`config.mk`:
```
export PLATFORM = sky130hd
export DESIGN_NAME = rwu_step_unit
export DESIGN_NICKNAME = d
export VERILOG_FILES = /design/src/sv/rprop_weight_update_assert.svh /design/src/sv/rwu_pkg.sv /design/src/sv/rwu_step_unit.sv
export SDC_FILE = /design/constraint.sdc
export NUM_CORES = 1
export LEC_CHECK = 0
export BUFFER_PORTS_ARGS = -buffer_cell sky130_fd_sc_hd__buf_2
export CAP_MARGIN = 15
export CORE_MARGIN = 2
export CORE_UTILIZATION = 55
export DETAILED_ROUTE_END_ITERATION = 10
export GPL_ROUTABILITY_DRIVEN = 0
export PLACE_DENSITY = 0.75
export SETUP_SLACK_MARGIN = 0.02
export SLEW_MARGIN = 40
export SYNTH_ARGS = -nofsm -noshare
export SYNTH_HDL_FRONTEND = slang
export SYNTH_SLANG_ARGS = --single-unit
```
`constraint.sdc`:
```
create_clock -name vclk -period 33.4
set_input_delay 1.67 -clock vclk [all_inputs]
set_output_delay 1.67 -clock vclk [all_outputs]
set_load 0.01 [all_outputs]
```
`src/sv/rprop_weight_update_assert.svh`:
```
// assertion macros shared by the rprop weight update rtl
// expects clk and rst_n in the scope where a macro is used
`ifndef RPROP_WEIGHT_UPDATE_ASSERT_SVH
`define RPROP_WEIGHT_UPDATE_ASSERT_SVH

// condition must hold in the same cycle, checked out of reset
`define RWU_ASSERT_SAME(lbl, ante, cons, msg) \
    lbl: assert property (@(posedge clk) disable iff (!rst_n) (ante) |-> (cons)) \
        else $error(msg);

// condition must hold in the next cycle, checked out of reset
`define RWU_ASSERT_NEXT(lbl, ante, cons, msg) \
    lbl: assert property (@(posedge clk) disable iff (!rst_n) (ante) |=> (cons)) \
        else $error(msg);

`endif

```
`src/sv/rwu_pkg.sv`:
```
// shared types, constants and helpers for the rprop weight update block
// no dependencies
`default_nettype none

package rwu_pkg;

    localparam int IDX_W      = 12;
    localparam int WGT_W      = 32;
    localparam int STEP_W     = 24;
    localparam int ETA_W      = 16;
    localparam int ETA_FRAC   = 12;
    localparam int SIGN_W     = 2;
    localparam int CFG_IDX_W  = 3;
    localparam int CFG_DATA_W = 24;

    typedef logic [IDX_W-1:0]         idx_t;
    typedef logic signed [WGT_W-1:0]  wgt_t;
    typedef logic [STEP_W-1:0]        step_t;
    typedef logic [ETA_W-1:0]         eta_t;

    // stored gradient sign codes
    typedef enum logic [SIGN_W-1:0] {
        SIGN_ZERO = 2'd0,
        SIGN_POS  = 2'd1,
        SIGN_NEG  = 2'd2
    } sign_t;

    // configuration register indexes
    typedef enum logic [CFG_IDX_W-1:0] {
        CFG_STEP_MAX  = 3'd0,
        CFG_STEP_MIN  = 3'd1,
        CFG_INC_ETA   = 3'd2,
        CFG_DEC_ETA   = 3'd3,
        CFG_INIT_STEP = 3'd4
    } cfg_reg_t;

    // item function codes
    localparam logic FUNC_UPDATE = 1'b0;
    localparam logic FUNC_INIT   = 1'b1;

    // register reset values
    localparam step_t STEP_MAX_RST  = 24'd3276800;
    localparam step_t STEP_MIN_RST  = 24'd1;
    localparam eta_t  INC_ETA_RST   = 16'd4915;
    localparam eta_t  DEC_ETA_RST   = 16'd2048;
    localparam step_t INIT_STEP_RST = 24'd6554;

    localparam wgt_t WGT_MAX = 32'sh7FFF_FFFF;
    localparam wgt_t WGT_MIN = 32'sh8000_0000;

    typedef struct packed {
        step_t step_max;
        step_t step_min;
        eta_t  inc_eta;
        eta_t  dec_eta;
        step_t init_step;
    } cfg_t;

    // unused code three reads as zero
    function automatic sign_t decode_sign(input logic [SIGN_W-1:0] raw);
        sign_t s;
        priority if (raw == SIGN_POS)
            s = SIGN_POS;
        else if (raw == SIGN_NEG)
            s = SIGN_NEG;
        else
            s = SIGN_ZERO;
        return s;
    endfunction

    function automatic sign_t sign_of(input wgt_t value);
        sign_t s;
        priority if (value == '0)
            s = SIGN_ZERO;
        else if (value[WGT_W-1])
            s = SIGN_NEG;
        else
            s = SIGN_POS;
        return s;
    endfunction

endpackage

`default_nettype wire

```
`src/sv/rwu_step_unit.sv`:
```
// step size adaptation: scale by growth or shrink factor, saturate, clamp
// depends on rwu_pkg
`default_nettype none

module rwu_step_unit (
    input  rwu_pkg::cfg_t  cfg,
    input  rwu_pkg::sign_t prev_sign,
    input  rwu_pkg::sign_t cur_sign,
    input  rwu_pkg::step_t step_in,
    output rwu_pkg::step_t step_out
);

    localparam int PROD_W   = rwu_pkg::STEP_W + rwu_pkg::ETA_W;
    localparam int SCALED_W = PROD_W - rwu_pkg::ETA_FRAC;

    logic                adjust;
    logic                agree;
    rwu_pkg::eta_t       eta;
    logic [PROD_W-1:0]   product;
    logic [SCALED_W-1:0] scaled;
    rwu_pkg::step_t      scaled_sat;

    always_comb
    begin
        adjust  = (prev_sign != rwu_pkg::SIGN_ZERO) && (cur_sign != rwu_pkg::SIGN_ZERO);
        agree   = (prev_sign == cur_sign);
        eta     = agree ? cfg.inc_eta : cfg.dec_eta;
        product = PROD_W'(step_in) * PROD_W'(eta);
        // drop fraction bits of the factor, truncating
        scaled  = product[PROD_W-1:rwu_pkg::ETA_FRAC];

        if (|scaled[SCALED_W-1:rwu_pkg::STEP_W])
            scaled_sat = '1;
        else
            scaled_sat = scaled[rwu_pkg::STEP_W-1:0];

        priority if (!adjust)
            step_out = step_in;
        else if (agree)
            step_out = (scaled_sat > cfg.step_max) ? cfg.step_max : scaled_sat;
        else
            step_out = (scaled_sat < cfg.step_min) ? cfg.step_min : scaled_sat;
    end

endmodule

`default_nettype wire

```
==> results.ini <==
[final_layout]
register_area_sq_um=0
multi_input_area_sq_mm=0.0133
final_cell_mix=inv_1, nand2_1, fa_1
syn2layout_area_growth_pct=5.41
seq_cell_count=0
layout.nets=2553
n_fill_cell=2431
layout_commonest_cell=inv_1
n_antenna_cell=0
drive_above_1_share_pct=8.58
clock_buffers=0

[min_path]
hold_depth=4
worstHoldEndpoint=step_out[20]
hold_path_class=input pin to primary output
hp-start=cfg[100]

[drt]
drtIter0Drc=1281
finalWirelength_um=41300
viasPerCell=5.81
first_pass_iters=5
drc=0
drtAntennaViolNets=0
wl_per_cell_um=18.0
vias=13300

[die]
die_w_um=170
num_io_pins=156
start_util_pct=56.2
chipHeight_um=170
rows=60
die_area_sq_mm=0.0289
core-area_sq_mm=0.0270

[clock_tree]
cts-resized-gates=0
cts_hold_buf=0
post_cts_buffers=0

[global_route]
grt_pass1_vias=13800
antenna_found_initial=0
use_met2_pct=51.7
grt_pass1_wl_um=67600
overflow=0
gr-usage-met1_pct=38.2
grt_max_degree=51
grt_busiest_layer=met2
met3_usage_pct=2.70
globalRouteTotalUtil_pct=29.2

[yosys]
synth_compound_area_share_pct=12.0
synthAdderAreaFrac_pct=53.2
syn_nets=2515
ys_warn_count=0
netlist_area_sq_mm=0.0151
synth_top_family_by_area=adder cells
ys_seq_area_share_pct=0
synth_cell_types=60
yosys.area_share.simple_pct=19.9
muxShareOfSynthArea_pct=0.479
synth_area_per_cell_sq_um=7.88
synth_xor_area_share_pct=1.74
synthCells=1922

[placed_design]
io_buffers=132
hpwl_um=33600

[timing]
drv_slew=0
setup_tns_ns=0
fmax_mhz=67.8
layout_min_cycle_time_ns=14.74
relSlewSlack_pct=44.0
finalCritPeriodShare_pct=44.1
hold_viol=0
tightest_slew_ns=0.838
rsz0062_at_grt=no
finalSetupViolCount=0

[critical_path]
cp.arrival_ns=13.07
critPathRequiredTime_ns=31.73
endpoint_kind=primary output
crit_fanout=34
crit_top_cell=fa_1
critPathSlowestCell=a211oi_1
worstSetupPathType=input pin to primary output
cpPeakStageDelay_ns=0.58
critPathLaunchType=input pin

[status]
status=finished clean

[job]
cap_violations=0

layout make-up:
| class | instances | share of cell area (%) |
|---|---|---|
| Tap cell | 341 | 2.67 |
| Timing Repair Buffer | 137 | 4.38 |
| Multi-Input combinational cell | 1414 | 83.4 |
| Inverter | 407 | 9.58 |
how the worst max path moves through the flow:
| stage | to | startpoint | cells past startpoint | slack [ns] |
|---|---|---|---|---|
| after floorplan | step_out[1] | prev_sign[1] | 41 | 20.31 |
| after global routing | step_out[15] | prev_sign[1] | 39 | 18.03 |
| final | step_out[5] | prev_sign[1] | 39 | 18.66 |
| after CTS | step_out[17] | prev_sign[1] | 39 | 18.49 |
| after detailed placement | step_out[17] | prev_sign[1] | 39 | 18.52 |
| after global placement | step_out[17] | prev_sign[1] | 39 | 18.49 |
worst max-delay path, delay by kind of cell:
kind / cells / cell delay (ns)
buffers and inverters: 9 / 1.42
adder cells (fa/ha/maj): 8 / 3.70
XOR/XNOR: 1 / 0.20
AND/OR/NAND/NOR: 6 / 1.92
AO/OA/AOI/OAI: 15 / 4.11
metrics by stage:
step	area [sq um]	worst slack, ns	std cells	util, %	hold slack (ns)
2_1_floorplan	15100	20.31	1922	-	3.49
3_3_place_gp	15900	18.49	2299	59.0	3.73
3_5_place_dp	15900	18.52	2299	59.1	3.74
4_1_cts	15900	18.49	2299	59.1	3.75
5_1_grt	16000	18.03	2299	59.2	3.78
6_report	16000	18.66	2299	59.2	3.76
synthesized netlist by cell type (all sizes together) (18+ instances only):
| cell | number | area share, % |
|---|---|---|
| inv | 407 | 10 |
| ha | 156 | 13 |
| o21ai | 48 | 1.6 |
| nand2 | 335 | 8.3 |
| clkbuf | 91 | 2.3 |
| a21oi | 85 | 2.8 |
| nand4 | 26 | 1.1 |
| a21o | 31 | 1.5 |
| o22ai | 18 | 0.74 |
| and2 | 165 | 6.8 |
| fa | 305 | 40 |
| nor2 | 53 | 1.3 |
per-layer routing:
metal | up-vias | part of all wire, %
met3 | 97 | 7.3
li1 | 6026 | -
met4 | 0 | 3.4
met1 | 6665 | 40
met2 | 558 | 49
met5 | - | 0
kinds of logic (layout without fill, tap and decap cells):
group                    count (synthesis)  count (layout)
AND/OR/NAND/NOR                        637             637
buffers and inverters                  508             544
adder cells (fa/ha/maj)                461             461
AO/OA/AOI/OAI                          279             279
XOR/XNOR                                30              30
multiplexers                             7               7
Power is not shown: default switching activity piles up to over one toggle a cycle in this logic, so the estimate is an artifact.
